### config.mk
export PLATFORM = sky130hd
export DESIGN_NAME = brfr_merge
export DESIGN_NICKNAME = d
export VERILOG_FILES = /design/src/rtl/brfr_pkg.sv /design/src/rtl/brfr_merge.sv
export SDC_FILE = /design/constraint.sdc
export NUM_CORES = 1
export LEC_CHECK = 0
export BUFFER_PORTS_ARGS = -buffer_cell sky130_fd_sc_hd__buf_4
export CORE_MARGIN = 2
export CORE_UTILIZATION = 54
export DETAILED_ROUTE_END_ITERATION = 12
export GPL_TIMING_DRIVEN = 0
export PLACE_DENSITY = 0.92
export SETUP_SLACK_MARGIN = 0.02
export SLEW_MARGIN = 20
export SYNTH_ARGS = -nofsm -noshare
export SYNTH_HDL_FRONTEND = slang
export SYNTH_SLANG_ARGS = --single-unit
### constraint.sdc
create_clock -name vclk -period 8.19
set_input_delay 1.2285 -clock vclk [all_inputs]
set_output_delay 1.2285 -clock vclk [all_outputs]
set_load 0.02 [all_outputs]
### src/rtl/brfr_pkg.sv
// Shared types and constants for the byte ring FIFO with write reservation.
// Holds the command, status and state codes, the beat structs and the lane control struct.
// Depends on nothing; the RTL files refer to it by scoped names, the test files import it.
`timescale 1ns / 1ps

package brfr_pkg;

  // Fixed field widths.
  localparam int CMD_W      = 3;
  localparam int LEN_W      = 10;
  localparam int DATA_W     = 64;
  localparam int STAT_W     = 3;
  // Byte lanes, one bank each; a byte address picks its bank by its low bits.
  localparam int NUM_LANES  = 8;
  localparam int LANE_SEL_W = 3;
  localparam int NB_W       = 4;
  // Widest ring index that the lane control carries.
  localparam int BASE_W     = 16;

  typedef enum logic [CMD_W-1:0] {
    CMD_WRITE   = 3'd0,
    CMD_READ    = 3'd1,
    CMD_RESERVE = 3'd2,
    CMD_PWRITE  = 3'd3,
    CMD_COMMIT  = 3'd4,
    CMD_CLOSE   = 3'd5,
    CMD_SKIP    = 3'd6
  } cmd_t;

  typedef enum logic [STAT_W-1:0] {
    ST_OK       = 3'd0,
    ST_CLOSED   = 3'd1,
    ST_BLOCK    = 3'd2,
    ST_BUSY     = 3'd3,
    ST_MISMATCH = 3'd4,
    ST_LONG     = 3'd5
  } status_t;

  typedef enum logic [2:0] {
    S_IDLE,
    S_EVAL,
    S_PHB,
    S_RDB,
    S_SKIP,
    S_SKFIN
  } state_t;

  typedef struct packed {
    logic [CMD_W-1:0]  command;
    logic [LEN_W-1:0]  length;
    logic [DATA_W-1:0] write_data;
  } in_item_t;

  typedef struct packed {
    logic [STAT_W-1:0] status;
    logic [LEN_W-1:0]  count;
    logic [DATA_W-1:0] read_data;
    logic              closed;
  } out_item_t;

  // One contiguous run of bytes that the lanes handle at once.
  typedef struct packed {
    logic [BASE_W-1:0] base;    // ring address of the first byte of the run
    logic [NB_W-1:0]   nbytes;  // bytes in the run
    logic [NB_W-1:0]   off;     // position of the first byte within the beat
    logic              we;
    logic              re;
  } lane_ctl_t;

endpackage

### src/rtl/brfr_merge.sv
// Merge stage: gathers the bytes that the lanes read back into beat order.
// Depends on brfr_pkg.
`timescale 1ns / 1ps

module brfr_merge (
  input  logic [brfr_pkg::NUM_LANES-1:0][7:0] lane_q,
  input  brfr_pkg::lane_ctl_t                 ctl,
  output logic [brfr_pkg::DATA_W-1:0]         data
);

  // Byte j of the beat is byte j - off of the run, found in the bank it maps to.
  always_comb begin
    data = '0;
    for (int j = 0; j < brfr_pkg::NUM_LANES; j++) begin
      logic [brfr_pkg::NB_W-1:0]       k;
      logic [brfr_pkg::LANE_SEL_W-1:0] lane;
      k    = brfr_pkg::NB_W'(j) - ctl.off;
      lane = ctl.base[brfr_pkg::LANE_SEL_W-1:0] + k[brfr_pkg::LANE_SEL_W-1:0];
      if ((brfr_pkg::NB_W'(j) >= ctl.off) && (k < ctl.nbytes)) begin
        data[8*j +: 8] = lane_q[lane];
      end
    end
  end

endmodule

==> results.json <==
{
  "status": "completed",
  "grt_pass1_vias": 3809,
  "dp_hpwl_mm": 9.96,
  "drtPass1Iterations": 8,
  "dp_slack_ns": 2.80,
  "ir_worst_vdd_v": 0.0000792,
  "drt_iter0_markers": 415,
  "grt_pass1_wl_mm": 18.6,
  "post-route-util": 0.753,
  "hp-class": "in2out",
  "io_buffers": 139,
  "syn_area_per_cell_um2": 9.44,
  "ff_latch_area_um2": 0,
  "area_delta_synth_final_pct": 34.0,
  "syn_nets": 481,
  "top_usage_layer": "met2",
  "grt_start_max_net_pins": 11,
  "clkbuf_count": 0,
  "fmax_ghz": 0.182,
  "grt_use_met1": 0.452,
  "synthTopCellsByCount": "nand2_1 (74), mux4_2 (64), a21oi_1 (42)",
  "nNetsFinal": 622,
  "fp.dieW_um": 82.8,
  "relSlewSlack": 0.175,
  "required_ns": 6.96,
  "total_leakage_power_uw": 0.00209,
  "setup_viol": 0,
  "max_slew.worst_pin.slew_ns": 1.23,
  "fin_ws_ns": 2.71,
  "grt-ovfl-total": 0,
  "multi_input_area_um2": 3200,
  "post-route-min-period_ns": 5.48,
  "grt.met3_usage": 0.0533,
  "row_count": 28,
  "routed_wl_mm": 12.6,
  "cpMaxStageDelayCell": "clkbuf_1",
  "finalCritPeriodShare": 0.669,
  "cp-end-kind": "output port",
  "post_cts_resized": 0,
  "postCtsSetupRepairBufs": 0,
  "place_area_um2": 4490,
  "gp_congestion": 0.936,
  "ys_types": 26,
  "grt_usage": 0.363,
  "dieHeight_um": 82.8,
  "via_per_inst": 6.86,
  "antenna_found_initial": 0,
  "synth_top_area_share": 0.430,
  "met2_usage": 0.619,
  "final_area_um2": 4490,
  "synthesis.area_um2": 3350,
  "final.setup.tns_ns": 0,
  "fill_cells": 434,
  "diodes": 0,
  "design.seq.count": 0,
  "max_stage_delay_ns": 0.55,
  "worstSetupPathType": "in2out",
  "coreArea_um2": 5960,
  "die-area_um2": 6850,
  "synth.most_common_cell": "nand2_1",
  "vias": 3906,
  "start_util": 0.562,
  "arrival_ns": 4.25,
  "yosysWarnings": 0,
  "ant_nets": 0,
  "io_pins": 154,
  "path_buf_inv": 5,
  "crit_cells": 11,
  "finalMaxSlewViolations": 0,
  "crit_fanout": 10,
  "critical-path-top-delay-family": "buffers and inverters",
  "cts_hold_buf": 0,
  "ys_seq_area_frac": 0,
  "power_density_nw_per_um2": 120,
  "whs_path_depth": 5,
  "cp_cell_sequence": "buf_4, inv_1, ha_1, inv_1, fa_1, xnor2_1, xnor2_1, clkbuf_1, nand2_1, a21oi_1, buf_4",
  "rsz0062_at_grt": "false",
  "wire_per_inst_um": 22.1,
  "final_hold_viol_count": 0,
  "maxCapViolCount": 0,
  "postSynthCellCount": 355,
  "synth_top_area_cell": "mux4_2",
  "layout-drive-gt1-share": 0.447,
  "startpoint_type": "input port",
  "holdWs_ns": 3.09,
  "drc": 0,
  "ys_top_cells_by_area": "mux4_2 (43%), ha_1 (12%), mux2i_1 (9.6%)"
}
per-layer routing:
layer | share of wire | vias to the layer above
met2 | 0.50 | 369
met5 | 0 | -
met3 | 0.12 | 70
met1 | 0.34 | 1832
met4 | 0.041 | 0
li1 | - | 1635
placed cells by master, fill, tap and decap left out, types with 7 or more instances in the layout:
cell type / Yosys / final
buf_4: 3 / 142
nand2_1: 74 / 74
mux4_2: 64 / 64
a21oi_1: 42 / 42
nor2_1: 34 / 34
mux2i_1: 32 / 32
ha_1: 32 / 32
inv_1: 12 / 12
buf_2: 12 / 12
xnor2_1: 11 / 11
clkbuf_1: 7 / 7
power by group:
group	switching (µW)	internal, µW	leakage (µW)
Sequential	0	0	0
Combinational	293	243	0.00209
Clock	0	0	0
final timing paths:
path | from | to | slack, ns
setup / recovery | ctl[3] | data[48] | 2.71
hold / removal | lane_q[12] | data[12] | 3.09
cell type report:
cell class,instances,share of cell area
Inverter,12,0.0100
Buffer,22,0.0243
Multi-Input combinational cell,321,0.712
Tap cell,75,0.0209
Timing Repair Buffer,139,0.233
per-stage QoR:
stage / instances / power, µW
4_1_cts: 569 / 526
3_3_place_gp: 569 / 502
6_report: 569 / 537
2_1_floorplan: 355 / 359
5_1_grt: 569 / 570
3_5_place_dp: 569 / 524
tightest hold or removal path, cell delays in order:
cell and delay (ns):
buf_4 0.09, mux4_2 0.24, mux2i_1 0.07, nor2_1 0.08, buf_4 0.14
logic make-up (layout without fill, tap and decap cells):
| logic type | after synthesis | count (layout) | share of synthesized area |
|---|---|---|---|
| simple gates | 113 | 113 | 0.130 |
| mux | 96 | 96 | 0.526 |
| compound gates | 58 | 58 | 0.0971 |
| fa+ha+maj | 36 | 36 | 0.143 |
| buf+inv | 34 | 173 | 0.0459 |
| xor+xnor | 18 | 18 | 0.0572 |
(Power assumes the default switching activity.)
