$ cat src/rtl/brfr_pkg.sv
// Shared types and constants for the byte ring FIFO with write reservation.
// Holds the command, status and state codes, the beat structs and the lane control struct.
// Depends on nothing; the RTL files refer to it by scoped names, the test files import it.
`timescale 1ns / 1ps

package brfr_pkg;

  // Fixed field widths.
  localparam int CMD_W      = 3;
  localparam int LEN_W      = 10;
  localparam int DATA_W     = 64;
  localparam int STAT_W     = 3;
  // Byte lanes, one bank each; a byte address picks its bank by its low bits.
  localparam int NUM_LANES  = 8;
  localparam int LANE_SEL_W = 3;
  localparam int NB_W       = 4;
  // Widest ring index that the lane control carries.
  localparam int BASE_W     = 16;

  typedef enum logic [CMD_W-1:0] {
    CMD_WRITE   = 3'd0,
    CMD_READ    = 3'd1,
    CMD_RESERVE = 3'd2,
    CMD_PWRITE  = 3'd3,
    CMD_COMMIT  = 3'd4,
    CMD_CLOSE   = 3'd5,
    CMD_SKIP    = 3'd6
  } cmd_t;

  typedef enum logic [STAT_W-1:0] {
    ST_OK       = 3'd0,
    ST_CLOSED   = 3'd1,
    ST_BLOCK    = 3'd2,
    ST_BUSY     = 3'd3,
    ST_MISMATCH = 3'd4,
    ST_LONG     = 3'd5
  } status_t;

  typedef enum logic [2:0] {
    S_IDLE,
    S_EVAL,
    S_PHB,
    S_RDB,
    S_SKIP,
    S_SKFIN
  } state_t;

  typedef struct packed {
    logic [CMD_W-1:0]  command;
    logic [LEN_W-1:0]  length;
    logic [DATA_W-1:0] write_data;
  } in_item_t;

  typedef struct packed {
    logic [STAT_W-1:0] status;
    logic [LEN_W-1:0]  count;
    logic [DATA_W-1:0] read_data;
    logic              closed;
  } out_item_t;

  // One contiguous run of bytes that the lanes handle at once.
  typedef struct packed {
    logic [BASE_W-1:0] base;    // ring address of the first byte of the run
    logic [NB_W-1:0]   nbytes;  // bytes in the run
    logic [NB_W-1:0]   off;     // position of the first byte within the beat
    logic              we;
    logic              re;
  } lane_ctl_t;

endpackage

$ cat src/rtl/brfr_ram.sv
// Generic single-write, single-read RAM with a registered read port.
// Used for the byte bank of each lane; depends on nothing.
`timescale 1ns / 1ps

module brfr_ram #(
  parameter int WIDTH = 8,
  parameter int DEPTH = 16
) (
  input  logic                                 clk,
  input  logic                                 we,
  input  logic [(DEPTH > 1 ? $clog2(DEPTH) : 1)-1:0] waddr,
  input  logic [WIDTH-1:0]                     wdata,
  input  logic                                 re,
  input  logic [(DEPTH > 1 ? $clog2(DEPTH) : 1)-1:0] raddr,
  output logic [WIDTH-1:0]                     rdata
);

  logic [WIDTH-1:0] mem [DEPTH];

  // Write port.
  always_ff @(posedge clk) begin
    if (we) begin
      mem[waddr] <= wdata;
    end
  end

  // Registered read port.
  always_ff @(posedge clk) begin
    if (re) begin
      rdata <= mem[raddr];
    end
  end

endmodule

$ cat src/rtl/brfr_lane.sv
// One byte lane: works out which byte of the run falls in its bank, and its row.
// Depends on brfr_pkg and brfr_ram.
`timescale 1ns / 1ps

module brfr_lane #(
  parameter int LANE = 0,
  parameter int IW   = 10,
  parameter int ROWS = 128,
  parameter int RW   = 7
) (
  input  logic                           clk,
  input  brfr_pkg::lane_ctl_t            ctl,
  input  logic [brfr_pkg::DATA_W-1:0]    wdata,
  output logic [7:0]                     rd_byte
);

  localparam int AW = IW + brfr_pkg::LANE_SEL_W;

  logic [brfr_pkg::LANE_SEL_W-1:0] k;
  logic                            active;
  logic [AW-1:0]                   addr;
  logic [RW-1:0]                   row;
  logic [brfr_pkg::NB_W-1:0]       sel;
  logic [7:0]                      wbyte;

  // Offset of this bank's byte within the run, and its ring address.
  always_comb begin
    k      = brfr_pkg::LANE_SEL_W'(LANE) - ctl.base[brfr_pkg::LANE_SEL_W-1:0];
    active = brfr_pkg::NB_W'(k) < ctl.nbytes;
    addr   = AW'(ctl.base[IW-1:0]) + AW'(k);
    row    = RW'(addr >> brfr_pkg::LANE_SEL_W);
    sel    = ctl.off + brfr_pkg::NB_W'(k);
    wbyte  = wdata[{sel[brfr_pkg::LANE_SEL_W-1:0], 3'b000} +: 8];
  end

  brfr_ram #(
    .WIDTH (8),
    .DEPTH (ROWS)
  ) u_bank (
    .clk   (clk),
    .we    (ctl.we & active),
    .waddr (row),
    .wdata (wbyte),
    .re    (ctl.re & active),
    .raddr (row),
    .rdata (rd_byte)
  );

endmodule

$ cat config.mk
export PLATFORM = sky130hd
export DESIGN_NAME = brfr_lane
export DESIGN_NICKNAME = d
export VERILOG_FILES = /design/src/rtl/brfr_pkg.sv /design/src/rtl/brfr_ram.sv /design/src/rtl/brfr_lane.sv
export SDC_FILE = /design/constraint.sdc
export NUM_CORES = 1
export LEC_CHECK = 0
export BUFFER_PORTS_ARGS = -buffer_cell sky130_fd_sc_hd__buf_2
export CELL_PAD_IN_SITES_DETAIL_PLACEMENT = 0
export CELL_PAD_IN_SITES_GLOBAL_PLACEMENT = 2
export CORE_MARGIN = 3
export CORE_UTILIZATION = 41
export CTS_CLUSTER_DIAMETER = 100
export DETAILED_ROUTE_END_ITERATION = 6
export PLACE_DENSITY = 0.73
export SLEW_MARGIN = 20
export SYNTH_ARGS = -nofsm -noshare
export SYNTH_HDL_FRONTEND = slang
export SYNTH_SLANG_ARGS = --single-unit
$ cat constraint.sdc
create_clock -name clk -period 4.05 [get_ports clk]
set_input_delay 0.405 -clock clk [delete_from_list [all_inputs] [get_ports clk]]
set_output_delay 0.405 -clock clk [all_outputs]
set_load 0.01 [all_outputs]
==> results_dict.tcl <==
set metrics [dict create \
    status "complete, no violations" \
    numCtsBuffers 108 \
    p_sw_share_pct 26.6 \
    worst_pin_slew_ps 817 \
    internal_power_mw 20.2 \
    whs_ps 465 \
    max_clock_freq_mhz 255 \
    endpoint_kind "register" \
    slowest_delay_ps 590 \
    num-fill-cells 8890 \
    clock-skew-final_ps 47.1 \
    syn-num-nets 3244 \
    area_delta_synth_final_pct 24.0 \
    ant_nets 0 \
    combPwrFrac_pct 16.9 \
    drt-vias-per-instance 5.71 \
    worst-r2r-cell-count 8 \
    yosys_warnings 0 \
    core_sq_um 106000 \
    htreeDepth 3 \
    p_leak_nw 19.3 \
    ys_async_sr_fraction_pct 0 \
    grt_pass1_wl_mm 204 \
    final_common_cell "edfxtp_1" \
    min_period_over_period_pct 96.8 \
    path_clk_slew_ps 70 \
    fin_crit_ps 3920 \
    dieArea_sq_um 111000 \
    whs_path_depth 2 \
    syn_avg_cell_area_sq_um 14.0 \
    die-width_microns 334 \
    clock-root-buffer "clkbuf_16" \
    crit_chain "buf_2 > inv_1 > ha_1 > ha_1 > xor2_2 > buf_4 > o21ai_4 > buf_4 > a31o_2 > o22ai_2 > buf_4 > buf_4 > nand3_1 > nor3_1 > o41ai_2 > buf_4 > nand4_1" \
    drc 0 \
    cts_tree "yes" \
    hold_path_class "in2reg" \
    crit_path_frequent_cell "buf_4" \
    io_pins 99 \
    clockPowerShare_pct 36.2 \
    rsz0062_at_grt "false" \
    grt_pass1_vias 29300 \
    setup_viol 0 \
    seqPwrFrac_pct 46.8 \
    yosysSeqAreaShare_pct 70.4 \
    most-common-layout-cells "edfxtp_1, nand2_1, buf_4" \
    gp_congestion 0.886 \
    total_power_mw 27.5 \
    final_nets 3825 \
    synth-seq-cells 1032 \
    start_kind "primary input" \
    wl_per_cell_microns 27.4 \
    rr_endpoint "u_bank.rdata[2]" \
    postCtsSetupBuffers 0 \
    peakVddDrop_v 0.000342 \
    hpwlAfterDp_mm 96.3 \
    ys.flop_type "edfxtp_1" \
    crit_arrival_ps 4470 \
    power.switching_mw 7.31 \
    grt_max_degree 129 \
    firstDrtPassIters 6 \
    critPathLaunch "ctl[10]" \
    critPathSlowestCell "nor3_1" \
    ys_types 82 \
    dp_slack_ps -860 \
    power_density_nw_per_um2 503 \
    r2r-start "u_bank.mem[70][2]" \
    postLayoutSetupSlackWorst_ps 131 \
    required_ps 4600 \
    final_core_util_pct 51.5 \
    reg2reg_slack_ps 1420 \
    netlist_instances 3146 \
    port-buffer-count 91 \
    worstHoldStart "ctl[0]" \
    synth_enable_flop_cells 1032 \
    vias 29800 \
    slew-limit-headroom_pct 45.6 \
    antenna_found_initial 8 \
    cts_sinks 1032 \
    track_usage_pct 25.3 \
    grt_remaining_overflow 0 \
    start_util_pct 41.6 \
    max_cap_violations 0 \
    criticalPathCategory "in2reg" \
    cts.path.max_buffers 3 \
    hold_viol_final 0 \
    crit_path_max_fanout 7 \
    synthesis.area_sq_um 44000 \
    wl_mm 143 \
    drv_slew 0 \
    setup_tns_ps 0 \
    drive_gt1_share_pct 27.5 \
    clkLatencyLatePin_ps 710 \
    antenna_cells 0 \
    drtIter0Drc 3057 \
    worst_hold_path.endpoint "u_bank.rdata[7]" \
    die_h_microns 334 \
    fp-row-count 119 \
]
-- critical path, delay by kind of cell --
kind | cells | cell delay [ps]
xor gates and xnor gates | 1 | 360
and+or+nand+nor | 3 | 870
AOI/OAI and AO/OA | 4 | 870
adders and majority gates | 2 | 750
buffers and inverters | 7 | 1190
-- metrics by stage --
step,std cells,cell area (sq um)
global route,5207,54600
floorplan,3146,44200
global placement,5008,51000
CTS,5207,54600
finish,5207,54600
detailed placement,5008,51000
-- what timing repair did --
item,CTS,global route
setup endpoints to repair,2,3
hold buffers,0,0
gates cloned,0,0
resized for setup,2,4
-- power groups by stage --
stage	sequential, mW	clock [mW]	combinational (mW)
6_report	12.9	9.96	4.65
5_1_grt	12.9	10.6	4.94
4_1_cts	12.9	10.1	4.66
3_5_place_dp	13.1	0	4.65
3_3_place_gp	13.1	0	4.55
2_1_floorplan	13.1	0	2.18
-- logic make-up (layout without fill, tap and decap cells) --
| kind of cell | Yosys count | in the layout | synth area share, % |
|---|---|---|---|
| AO/OA/AOI/OAI | 451 | 451 | 6.99 |
| XOR/XNOR | 12 | 12 | 0.290 |
| adder cells (fa/ha/maj) | 7 | 7 | 0.216 |
| buffers and inverters | 215 | 885 | 2.45 |
| flip-flops | 1032 | 1032 | 70.4 |
| multiplexers | 306 | 306 | 8.88 |
| AND/OR/NAND/NOR | 1123 | 1123 | 10.8 |
-- Yosys cell counts, types with 32 or more instances --
cell type / number / share of area [%]
edfxtp_1: 1032 / 70
a211oi_1: 33 / 0.56
a31oi_1: 32 / 0.45
nand4_1: 36 / 0.51
nor2_1: 194 / 1.7
mux4_2: 58 / 3.0
nand2_1: 610 / 5.2
mux2i_1: 160 / 3.6
o21ai_0: 46 / 0.52
a21oi_1: 132 / 1.5
buf_2: 107 / 1.2
clkbuf_1: 47 / 0.40
nand3_1: 200 / 2.3
mux2_2: 84 / 2.1
-- per-layer routing --
| layer | part of all wire (%) | up-vias | global-route usage (%) | wire length, microns |
|---|---|---|---|---|
| li1 | - | 13200 | - | - |
| met5 | 0.029 | - | 0 | 42 |
| met2 | 46 | 1242 | 40.4 | 66100 |
| met1 | 40 | 15000 | 33.4 | 57600 |
| met3 | 8.8 | 253 | 6.18 | 12500 |
| met4 | 4.3 | 6 | 10.5 | 6160 |
-- cell type report --
type | count | area, sq um | area share (%)
Sequential cell | 1032 | 31000 | 56.7
Timing Repair Buffer | 672 | 6000 | 11.0
Multi-Input combinational cell | 1899 | 12300 | 22.5
Tap cell | 1391 | 1740 | 3.19
Inverter | 14 | 52.6 | 0.0962
Clock buffer | 122 | 2800 | 5.12
Clock inverter | 77 | 782 | 1.43
-- flip-flops by register name, summed over array words and instances, names as in the netlist --
signal        flops
u_bank.mem     1024
u_bank.rdata      8
-- worst max-delay path by stage --
stage	end	slack, ps	cells past startpoint
4_1_cts	u_bank.rdata[5]	8	15
3_5_place_dp	u_bank.rdata[5]	-860	14
6_report	u_bank.rdata[3]	130	17
3_3_place_gp	u_bank.rdata[5]	-780	17
5_1_grt	u_bank.rdata[2]	30	17
2_1_floorplan	u_bank.mem[55][0]	-90	15
(Power assumes the default switching activity.)
